`config.mk`:
```
export PLATFORM = sky130hd
export DESIGN_NAME = path_pair_conflict_check
export DESIGN_NICKNAME = d
export VERILOG_FILES = /design/src/ppcc_pkg.sv /design/src/ppcc_core.sv /design/src/ppcc_out_reg.sv /design/src/path_pair_conflict_check.sv
export SDC_FILE = /design/constraint.sdc
export NUM_CORES = 1
export LEC_CHECK = 0
export BUFFER_PORTS_ARGS = -buffer_cell sky130_fd_sc_hd__clkbuf_2
export CAP_MARGIN = 20
export CELL_PAD_IN_SITES_DETAIL_PLACEMENT = 1
export CELL_PAD_IN_SITES_GLOBAL_PLACEMENT = 2
export CORE_ASPECT_RATIO = 1.25
export CORE_UTILIZATION = 38
export CTS_CLUSTER_SIZE = 20
export DETAILED_ROUTE_END_ITERATION = 6
export HOLD_SLACK_MARGIN = 0.05
export PLACE_DENSITY = 0.89
export SYNTH_ARGS = -nofsm -noshare
export SYNTH_HDL_FRONTEND = slang
export SYNTH_HIERARCHICAL = 1
export SYNTH_SLANG_ARGS = --single-unit
```
`constraint.sdc`:
```
create_clock -name clk -period 4.2 [get_ports clk]
set_clock_uncertainty 0.2 [all_clocks]
set_input_delay 0.21 -clock clk [delete_from_list [all_inputs] [get_ports clk]]
set_output_delay 0.21 -clock clk [all_outputs]
set_load 0.05 [all_outputs]
```
`src/ppcc_pkg.sv`:
```
// ----------------------------------------------------------------------------
// ppcc_pkg: shared types and constants for the path pair conflict checker
// Item and result layouts, collision kind codes, default cell width.
// ----------------------------------------------------------------------------
package ppcc_pkg;

  localparam int LOC_BITS          = 20;
  localparam int CELL_BITS_DEFAULT = 20;
  localparam int KIND_BITS         = 2;
  localparam int S_TDATA_BITS      = 48;
  localparam int M_TDATA_BITS      = 8;

  localparam logic [KIND_BITS-1:0] KIND_NONE        = 2'd0;
  localparam logic [KIND_BITS-1:0] KIND_VERTEX_EDGE = 2'd1;
  localparam logic [KIND_BITS-1:0] KIND_TARGET      = 2'd2;

  typedef struct packed {
    logic                last;
    logic                has_b;
    logic                has_a;
    logic [LOC_BITS-1:0] loc_b;
    logic [LOC_BITS-1:0] loc_a;
  } item_t;

  typedef struct packed {
    logic                 second_named_first;
    logic [KIND_BITS-1:0] kind;
    logic                 collides;
  } result_t;

endpackage

```
`src/ppcc_core.sv`:
```
// ----------------------------------------------------------------------------
// ppcc_core: per-timestep collision checks and pair state
// Compares the current item against the previous timestep and the held goal,
// updates the pair state on each step and forms the verdict at the last item.
// ----------------------------------------------------------------------------
module ppcc_core #(
  parameter int CELL_BITS = ppcc_pkg::CELL_BITS_DEFAULT
) (
  input  logic              clk,
  input  logic              rst,
  input  logic              step,
  input  ppcc_pkg::item_t   item,
  output ppcc_pkg::result_t result
);

  localparam int CW = (CELL_BITS < ppcc_pkg::LOC_BITS) ? CELL_BITS : ppcc_pkg::LOC_BITS;

  logic [CW-1:0] prev_cell_a;
  logic [CW-1:0] prev_cell_b;
  logic          prev_present_a;
  logic          prev_present_b;
  logic          have_previous;
  logic [CW-1:0] goal_cell;
  logic          goal_held;
  logic          goal_owner_b;
  logic          hit_vertex_edge;
  logic          hit_target;

  logic [CW-1:0] ca;
  logic [CW-1:0] cb;
  logic          pa;
  logic          pb;
  logic          both_prev;
  logic          cap_a;
  logic          cap_b;
  logic [CW-1:0] goal_cell_next;
  logic          goal_held_next;
  logic          goal_owner_b_next;
  logic          hit_vertex_edge_next;
  logic          hit_target_next;
  logic          tgt_now;

  assign ca = item.loc_a[CW-1:0];
  assign cb = item.loc_b[CW-1:0];
  assign pa = item.has_a;
  assign pb = item.has_b;
  assign both_prev = have_previous & prev_present_a & prev_present_b;

  assign cap_a = both_prev & ~goal_held & ~pa & pb;
  assign cap_b = both_prev & ~goal_held & pa & ~pb;

  always_comb begin
    goal_held_next    = goal_held | cap_a | cap_b;
    goal_owner_b_next = cap_b ? 1'b1 : (cap_a ? 1'b0 : goal_owner_b);
    goal_cell_next    = cap_a ? prev_cell_a : (cap_b ? prev_cell_b : goal_cell);
    hit_vertex_edge_next = hit_vertex_edge |
      (both_prev & pa & pb &
       ((prev_cell_a == prev_cell_b) | ((prev_cell_a == cb) & (prev_cell_b == ca))));
    // longer path on the goal cell at the current timestep
    tgt_now = goal_owner_b_next ? (pa & (ca == goal_cell_next))
                                : (pb & (cb == goal_cell_next));
    hit_target_next = hit_target | ((cap_a | cap_b) & (prev_cell_a == prev_cell_b)) |
                      (goal_held_next & tgt_now);
  end

  always_comb begin
    result.collides           = hit_target_next | hit_vertex_edge_next;
    result.second_named_first = hit_target_next & goal_owner_b_next;
    if (hit_target_next) begin
      result.kind = ppcc_pkg::KIND_TARGET;
    end else if (hit_vertex_edge_next) begin
      result.kind = ppcc_pkg::KIND_VERTEX_EDGE;
    end else begin
      result.kind = ppcc_pkg::KIND_NONE;
    end
  end

  always_ff @(posedge clk) begin
    if (rst || (step && item.last)) begin
      prev_cell_a     <= '0;
      prev_cell_b     <= '0;
      prev_present_a  <= 1'b0;
      prev_present_b  <= 1'b0;
      have_previous   <= 1'b0;
      goal_cell       <= '0;
      goal_held       <= 1'b0;
      goal_owner_b    <= 1'b0;
      hit_vertex_edge <= 1'b0;
      hit_target      <= 1'b0;
    end else if (step) begin
      prev_cell_a     <= ca;
      prev_cell_b     <= cb;
      prev_present_a  <= pa;
      prev_present_b  <= pb;
      have_previous   <= 1'b1;
      goal_cell       <= goal_cell_next;
      goal_held       <= goal_held_next;
      goal_owner_b    <= goal_owner_b_next;
      hit_vertex_edge <= hit_vertex_edge_next;
      hit_target      <= hit_target_next;
    end
  end

endmodule

```
`src/ppcc_out_reg.sv`:
```
// ----------------------------------------------------------------------------
// ppcc_out_reg: result register on the master side
// Holds one verdict until the sink takes it; accepts a new one on the cycle
// the held one leaves.
// ----------------------------------------------------------------------------
module ppcc_out_reg (
  input  logic              clk,
  input  logic              rst,
  input  logic              load,
  input  ppcc_pkg::result_t result,
  output logic              room,
  output logic              m_tvalid,
  input  logic              m_tready,
  output logic [ppcc_pkg::M_TDATA_BITS-1:0] m_tdata
);

  ppcc_pkg::result_t held;
  logic              held_valid;

  assign room     = ~held_valid | m_tready;
  assign m_tvalid = held_valid;
  assign m_tdata  = {{(ppcc_pkg::M_TDATA_BITS - $bits(ppcc_pkg::result_t)){1'b0}}, held};

  always_ff @(posedge clk) begin
    if (rst) begin
      held_valid <= 1'b0;
    end else if (load) begin
      held_valid <= 1'b1;
    end else if (m_tready) begin
      held_valid <= 1'b0;
    end
  end

  always_ff @(posedge clk) begin
    if (load) begin
      held <= result;
    end
  end

endmodule

```
`src/path_pair_conflict_check.sv`:
```
// ----------------------------------------------------------------------------
// path_pair_conflict_check: vertex, edge and target collision check
// Streams two timed paths one timestep per transfer and reports one verdict
// per pair at the transfer marked tlast.
// ----------------------------------------------------------------------------
// One timestep is taken every cycle unless a last one waits for room. A
// transfer is captured in an input register and checked against the
// previous timestep and the held goal; a pair's verdict is registered in the
// result register when its tlast item steps. Only the result register stalls
// the input: while a verdict waits on m_tready, non-last timesteps flow on.
module path_pair_conflict_check #(
  parameter int CELL_BITS = ppcc_pkg::CELL_BITS_DEFAULT
) (
  input  logic clk,
  input  logic rst,
  input  logic s_tvalid,
  output logic s_tready,
  // loc_a [19:0], loc_b [39:20], has_a [40], has_b [41], zero [47:42]
  input  logic [ppcc_pkg::S_TDATA_BITS-1:0] s_tdata,
  input  logic s_tlast,
  output logic m_tvalid,
  input  logic m_tready,
  // collides [0], kind [2:1], second_named_first [3], zero [7:4]
  output logic [ppcc_pkg::M_TDATA_BITS-1:0] m_tdata
);

  localparam int LB = ppcc_pkg::LOC_BITS;

  ppcc_pkg::item_t   item;
  logic              item_valid;
  ppcc_pkg::result_t result;
  logic              room;
  logic              step;

  assign step     = item_valid & (~item.last | room);
  assign s_tready = ~rst & (~item_valid | step);

  always_ff @(posedge clk) begin
    if (rst) begin
      item_valid <= 1'b0;
    end else if (s_tready) begin
      item_valid <= s_tvalid;
    end
  end

  always_ff @(posedge clk) begin
    if (s_tready && s_tvalid) begin
      item.loc_a <= s_tdata[LB-1:0];
      item.loc_b <= s_tdata[2*LB-1:LB];
      item.has_a <= s_tdata[2*LB];
      item.has_b <= s_tdata[2*LB+1];
      item.last  <= s_tlast;
    end
  end

  ppcc_core #(
    .CELL_BITS (CELL_BITS)
  ) u_core (
    .clk    (clk),
    .rst    (rst),
    .step   (step),
    .item   (item),
    .result (result)
  );

  ppcc_out_reg u_out (
    .clk      (clk),
    .rst      (rst),
    .load     (step & item.last),
    .result   (result),
    .room     (room),
    .m_tvalid (m_tvalid),
    .m_tready (m_tready),
    .m_tdata  (m_tdata)
  );

endmodule

```
==> results of run 1 <==
-- cell type report --
| cell class | count | area (sq um) |
|---|---|---|
| Fill cell | 1590 | 7300 |
| Multi-Input combinational cell | 404 | 2760 |
| Timing Repair Buffer | 113 | 846 |
| Tap cell | 178 | 223 |
| Clock buffer | 18 | 439 |
| Inverter | 2 | 7.51 |
| Clock inverter | 14 | 161 |
| Sequential cell | 116 | 2790 |
-- synthesized netlist by cell type (all sizes together) --
cell,instances,area share (%)
nor2,63,4.1
or4,1,0.13
nor3b,1,0.22
a31oi,20,2.2
or3,1,0.11
o211ai,1,0.13
xnor2,61,9.4
o21ai,35,3.1
or3b,1,0.15
nand4,34,3.7
clkbuf,22,1.4
a211oi,1,0.22
a21boi,2,0.26
o22ai,14,1.5
a21oi,19,1.7
nand3b,1,0.13
buf,16,1.6
edfxtp,47,25
nor4,11,1.2
nand2b,1,0.24
a41oi,1,0.15
nand4b,1,0.15
conb,1,0.066
a22oi,4,0.53
inv,2,0.13
and3,3,0.35
nand2,3,0.20
xor2,39,6.0
and3b,1,0.15
o21ba,1,0.18
dfxtp,69,24
mux2i,49,8.6
a21o,1,0.13
or2,2,0.22
nor3,21,1.9
nand3,7,0.61
-- layer usage --
layer	track usage (%)	vias up	wire (microns)
li1	-	2219	-
met1	27.0	2430	6970
met2	41.3	180	8920
met3	5.11	54	800
met4	15.9	0	836
met5	0	-	0
-- power by group --
group / total (uW) / switching [uW] / leakage [uW] / internal [uW]
clock network: 1460 / 515 / 0.000285 / 940
logic: 247 / 132 / 0.00140 / 116
registers: 1270 / 52.6 / 0.00101 / 1210
total: 2970 / 699 / 0.00269 / 2270
-- cell usage in the layout, fill, tap and decap left out, drive strengths merged, types with 19 or more instances in the layout --
cell / instances
o21ai: 35
nand4: 34
dlygate4sd3: 46
edfxtp: 47
xor2: 39
mux2i: 49
nor2: 63
nor3: 21
a31oi: 20
a21oi: 19
xnor2: 61
clkbuf: 70
dfxtp: 69
-- final timing paths --
check	from	endpoint	slack, ns	cells past startpoint
hold / removal	m_tready	u_out/m_tdata[0]	0.20	3
setup reg to reg	item[41]	u_out/m_tdata[1]	0.56	8
hold reg to reg	u_core/goal_cell[3]	u_core/goal_cell[3]	0.30	2
setup / recovery	item[41]	u_out/m_tdata[1]	0.56	8
-- state kept, by name, summed over array words and instances (netlist names) --
signal / cells
u_core/prev_present_b: 1
u_core/have_previous: 1
u_core/hit_target: 1
u_core/goal_held: 1
u_core/goal_cell: 20
u_core/goal_owner_b: 1
u_core/prev_present_a: 1
u_core/hit_vertex_edge: 1
u_core/prev_cell_b: 20
item_valid: 1
u_out/m_tvalid: 1
u_out/m_tdata: 4
u_core/prev_cell_a: 20
item: 43
-- per-stage QoR --
step	power, uW	utilization, %
global placement	1490	42.4
floorplan	1420	-
global route	3070	49.7
finish	2970	49.7
detailed placement	1500	42.4
CTS	3000	49.7
-- critical path, delay by kind of cell, from the launching register on --
family | cells | cell delay [ns]
AO/OA/AOI/OAI | 3 | 0.76
XOR/XNOR | 1 | 0.27
flip-flops | 1 | 0.48
AND/OR/NAND/NOR | 4 | 1.68
-- repair_timing --
item,CTS,global route
gates resized for setup,0,0
hold buffers,46,0
endpoints found under the hold margin,45,0
-- cell families after synthesis --
family	count (synthesis)
flops	116
buf+inv	40
mux	49
compound gates	99
simple gates	152
other cells	1
xor+xnor	100
==> insert_results.sql, run 1 <==
INSERT INTO impl_metrics (metric_group, metric, value, unit) VALUES
('grt', 'aggregate_global_route_resource_usage', '24.1', '%'),
('final_layout', 'antenna_cells_inserted', '0', ''),
('placement', 'io_buffer_count', '52', ''),
('die', 'fp.dieArea', '0.0155', 'sq mm'),
('grt', 'first_global_vias', '5267', ''),
('clocking', 'tritoncts', 'yes', ''),
('setup_path', 'critical_path_class', 'reg2reg', ''),
('yosys', 'synth_area_per_inst', '10.2', 'sq um'),
('yosys', 'share_of_the_synthesized_area_in_compound_gates_ao_oa_aoi_oai', '10.1', '%'),
('sta', 'timing.fmax', '0.275', 'GHz'),
('power', 'power-per-cell-area', '411', 'mW/mm^2'),
('clocking', 'clock_tree.root_cell', 'sky130_fd_sc_hd__clkbuf_16', ''),
('setup_path', 'slowest_stage', 'sky130_fd_sc_hd__or3b_1', ''),
('clocking', 'cts_num_sinks', '116', ''),
('hold_path', 'timing.hold.worst.class', 'in2reg', ''),
('final_layout', 'layoutNonFillerInstCount', '845', ''),
('routing', 'detailedRoute.firstPassIterationCount', '7', ''),
('clocking', 'worst_setup_hold_path_clk_slew', '0.05', 'ns'),
('yosys', 'synth_adder_area_share', '0', '%'),
('die', 'fp.dieH', '139', 'microns'),
('final_layout', 'post_route_cells_drive_above_1_share', '15.7', '%'),
('die', 'die_width', '112', 'microns'),
('setup_path', 'timing.critical_path.to_type', 'flop', ''),
('sta', 'finalWorstSetupSlack', '0.557', 'ns'),
('clocking', 'cts_buffer_depth', '2', ''),
('yosys', 'synthCells', '557', ''),
('clocking', 'htree_levels', '4', ''),
('status', 'outcome', 'finished, violations left', ''),
('yosys', 'synthesis.area', '0.00570', 'sq mm'),
('routing', 'vias', '4883', ''),
('placement', 'place.detailed.hpwl', '11.2', 'mm'),
('sta', 'fin_worst_hold_slack', '0.197', 'ns'),
('grt', 'congestion_overflow_gr', '0', ''),
('setup_path', 'arrival', '3.62', 'ns'),
('yosys', 'postSynthRegisterBits', '116', ''),
('routing', 'drt-initial-drc-count', '272', ''),
('setup_path', 'crit_path_max_incr_delay', '0.78', 'ns'),
('setup_path', 'critical_path.startpoint_type', 'flop', ''),
('placement', 'placed_insts', '767', ''),
('grt', 'grt_antenna_before_repair', '0', ''),
('clocking', 'cts-buffers-inserted', '17', ''),
('yosys', 'synth_sequential_area_ratio', '49.0', '%'),
('placement', 'post-place-ws', '0.648', 'ns'),
('yosys', 'synth-simple-area-share', '13.7', '%'),
('clocking', 'insertion_delay', '0.42', 'ns'),
('sta', 'rsz0062_at_grt', 'false', ''),
('yosys', 'distinct_cell_type_count_of_the_synthesized_netlist', '43', ''),
('setup_path', 'worst_ep_required_time', '4.17', 'ns'),
('die', 'floorplan.core_area', '0.0145', 'sq mm'),
('die', 'initial_core_utilization', '39.3', '%'),
('sta', 'timing.slew.headroom', '27.7', '%'),
('power', 'vdd_ir_drop_max', '0.263', 'mV'),
('run', 'cap_viol_max_count', '0', ''),
('routing', 'routed_wirelength', '17.5', 'mm'),
('die', 'placementRows', '49', ''),
('die', 'io_pins', '63', ''),
('sta', 'timing.final.crit_share', '86.7', '%'),
('yosys', 'synth.area.mux_share', '8.60', '%'),
('setup_path', 'critical_path.max_fanout', '19', ''),
('grt', 'grt_max_degree', '53', ''),
('yosys', 'yosys_warnings', '6', ''),
('yosys', 'synth_top_family_by_area', 'XOR/XNOR gates', ''),
('clocking', 'cts_setup_buffers', '0', ''),
('placement', 'globalplace.congestion', '0.850', ''),
('sta', 'final_critical_delay_including_setup_and_external_delays', '3.64', 'ns'),
('yosys', 'post_synth_xor_xnor_area', '15.4', '%'),
('grt', 'global_route_wire_length_before_repair', '28.3', 'mm'),
('power', 'power.static_leakage', '0.00269', 'uW'),
('sta', 'final_setup_violation_count', '0', ''),
('final_layout', 'synthToLayoutAreaGrowth', '26.7', '%'),
('placement', 'post_dp_cell_area', '0.00617', 'sq mm'),
('routing', 'wire_per_inst', '20.7', 'microns'),
('setup_path', 'path_cells', 'or3b_1 > o21ai_1 > a31oi_1 > xnor2_1 > nand4_1 > nor4_1 > a31oi_1 > and3_1', ''),
('sta', 'slew_worst_pin', '1.08', 'ns'),
('final_layout', 'final_net_count', '707', ''),
('sta', 'final.setup.tns', '0', 'ns'),
('routing', 'drcViolationCount', '8', ''),
('routing', 'vias_per_cell', '5.78', ''),
('status', 'violations', 'design-rule violations', ''),
('final_layout', 'final_cell_area', '0.00723', 'sq mm'),
('sta', 'hold_viol', '0', ''),
('setup_path', 'path_common_cell', 'sky130_fd_sc_hd__a31oi_1', ''),
('sta', 'slew_viol_final', '0', ''),
('routing', 'drt.antenna.violating_nets', '0', '');
Note: power is estimated with default switching activity, not from simulation.
==> run 2, diff against run 1 <==
Settings changed: ABC_CLOCK_PERIOD_IN_PS set to 4700, CORE_UTILIZATION 38 to 41, PLACE_DENSITY 0.89 to 0.94.
Clock period 4.2 ns to 4.7 ns, I/O delays scaled along.
==> run 2 against run 1 <==
Against the previous run:
- the flow now finishes without violations
- largest power group unchanged
- critical path depth unchanged
- fmax decreased by 6.6%
- design area about the same
==> insert_results.sql, run 2 (synthesized netlist as in run 1, its figures left out) <==
INSERT INTO impl_metrics (metric_group, metric, value, unit) VALUES
('status', 'outcome', 'finished, final reports clean', ''),
('die', 'fp.dieH', '134', 'microns'),
('routing', 'detailedRoute.firstPassIterationCount', '5', ''),
('sta', 'slew_worst_pin', '0.915', 'ns'),
('clocking', 'cts_num_sinks', '116', ''),
('final_layout', 'max_flop_register', 'item', ''),
('grt', 'global_route_wire_length_before_repair', '28.3', 'mm'),
('clocking', 'cts-hold-fix-buffers', '47', ''),
('setup_path', 'critical_path.startpoint_type', 'flop', ''),
('grt', 'congestion_overflow_gr', '0', ''),
('placement', 'post-place-ws', '1.02', 'ns'),
('sta', 'finalWorstSetupSlack', '0.799', 'ns'),
('placement', 'placed_insts', '760', ''),
('sta', 'timing.fmax', '0.256', 'GHz'),
('grt', 'first_global_vias', '5156', ''),
('routing', 'drt.antenna.violating_nets', '0', ''),
('routing', 'wire_per_inst', '21.2', 'microns'),
('final_layout', 'most-common-layout-cells', 'sky130_fd_sc_hd__dfxtp_1 (69), sky130_fd_sc_hd__nor2_1 (63), sky130_fd_sc_hd__xnor2_1 (61), sky130_fd_sc_hd__clkbuf_2 (52), sky130_fd_sc_hd__mux2i_1 (49)', ''),
('die', 'fp.dieArea', '0.0144', 'sq mm'),
('sta', 'final_critical_delay_including_setup_and_external_delays', '3.90', 'ns'),
('sta', 'final_setup_violation_count', '0', ''),
('placement', 'globalplace.congestion', '0.843', ''),
('power', 'power.static_leakage', '0.00271', 'uW'),
('die', 'io_pins', '63', ''),
('power', 'power-per-cell-area', '376', 'mW/mm^2'),
('final_layout', 'post_route_cells_drive_above_1_share', '15.3', '%'),
('final_layout', 'synthToLayoutAreaGrowth', '26.8', '%'),
('setup_path', 'slowest_stage', 'sky130_fd_sc_hd__or3b_1', ''),
('setup_path', 'crit_path_max_incr_delay', '0.78', 'ns'),
('clocking', 'tritoncts', 'yes', ''),
('die', 'floorplan.core_area', '0.0134', 'sq mm'),
('sta', 'fin_worst_hold_slack', '0.226', 'ns'),
('placement', 'place.detailed.hpwl', '11.0', 'mm'),
('setup_path', 'worst_ep_required_time', '4.68', 'ns'),
('clocking', 'cts_resized', '0', ''),
('hold_path', 'timing.hold.worst.class', 'in2reg', ''),
('routing', 'drcViolationCount', '0', ''),
('run', 'cap_viol_max_count', '0', ''),
('clocking', 'cts_buffer_depth', '2', ''),
('final_layout', 'largest_register_ffs', '43', ''),
('final_layout', 'mostFrequentLayoutCell', 'sky130_fd_sc_hd__dfxtp_1', ''),
('sta', 'timing.slew.headroom', '38.8', '%'),
('sta', 'hold_viol', '0', ''),
('final_layout', 'layoutNonFillerInstCount', '840', ''),
('setup_path', 'critical_path.max_fanout', '19', ''),
('placement', 'io_buffer_count', '52', ''),
('clocking', 'clock_tree.root_cell', 'sky130_fd_sc_hd__clkbuf_16', ''),
('setup_path', 'worst_path_dominant_cell_family', 'simple AND/OR/NAND/NOR gates', ''),
('routing', 'routed_wirelength', '17.8', 'mm'),
('die', 'placementRows', '47', ''),
('setup_path', 'worst-path-buf-inv', '0', ''),
('setup_path', 'arrival', '3.88', 'ns'),
('die', 'die_width', '108', 'microns'),
('power', 'vdd_ir_drop_max', '0.246', 'mV'),
('sta', 'rsz0062_at_grt', 'false', ''),
('routing', 'vias_per_cell', '5.75', ''),
('clocking', 'htree_levels', '4', ''),
('clocking', 'cts_setup_buffers', '0', ''),
('sta', 'slew_viol_final', '0', ''),
('setup_path', 'path_cells', 'or3b_1 > o21ai_0 > a31oi_1 > xnor2_1 > nand4_1 > nor4_1 > a31oi_1 > and3_1', ''),
('final_layout', 'post-route-util', '53.9', '%'),
('grt', 'grt_antenna_before_repair', '1', ''),
('final_layout', 'final_net_count', '708', ''),
('setup_path', 'path_common_cell', 'sky130_fd_sc_hd__a31oi_1', ''),
('sta', 'final.setup.tns', '0', 'ns'),
('routing', 'vias', '4832', ''),
('setup_path', 'critical_path_class', 'reg2reg', ''),
('sta', 'timing.final.crit_share', '83.0', '%'),
('routing', 'drt-initial-drc-count', '306', ''),
('die', 'initial_core_utilization', '42.5', '%'),
('grt', 'aggregate_global_route_resource_usage', '26.5', '%'),
('clocking', 'insertion_delay', '0.43', 'ns'),
('clocking', 'cts-buffers-inserted', '17', ''),
('setup_path', 'timing.critical_path.to_type', 'flop', ''),
('grt', 'grt_max_degree', '53', ''),
('clocking', 'worst_setup_hold_path_clk_slew', '0.05', 'ns');
[run 2: layout make-up]
class                           instances  area (sq um)
Fill cell                            1465          6170
Inverter                                2          7.51
Clock inverter                         12           159
Tap cell                              171           214
Sequential cell                       116          2790
Multi-Input combinational cell        404          2760
Antenna cell                            1          2.50
Timing Repair Buffer                  114           843
Clock buffer                           20           457
[run 2: metrics by stage]
| step | area [sq um] | power [uW] |
|---|---|---|
| after global routing | 7230 | 2800 |
| final | 7230 | 2720 |
| after global placement | 6140 | 1330 |
| after floorplan | 5720 | 1270 |
| after detailed placement | 6140 | 1340 |
| after CTS | 7230 | 2730 |
[run 2: report_power, final]
part / internal, uW / switching [uW]
registers: 1090 / 48.5
logic: 103 / 119
clock network: 903 / 459
total: 2090 / 627
[run 2: tightest hold or removal path, stage by stage]
cell and delay [ns]:
sky130_fd_sc_hd__clkbuf_2 0.08, sky130_fd_sc_hd__nand2b_4 0.13, sky130_fd_sc_hd__and3_2 0.26
[run 2: path summary, 6_finish.rpt]
kind                        startpoint                   end  slack [ns]  cells past startpoint
hold reg to reg   u_core/goal_cell[16]  u_core/goal_cell[16]        0.32                      2
setup / recovery              item[40]      u_out/m_tdata[1]        0.80                      8
setup reg to reg              item[40]      u_out/m_tdata[1]        0.80                      8
hold / removal                m_tready      u_out/m_tdata[2]        0.23                      3
[run 2: routing by layer]
layer	global-route usage (%)	routed length, microns	vias to the layer above
met2	44.8	9160	157
met1	29.8	7090	2396
li1	-	-	2221
met4	15.7	809	0
met3	6.90	783	58
met5	0	0	-
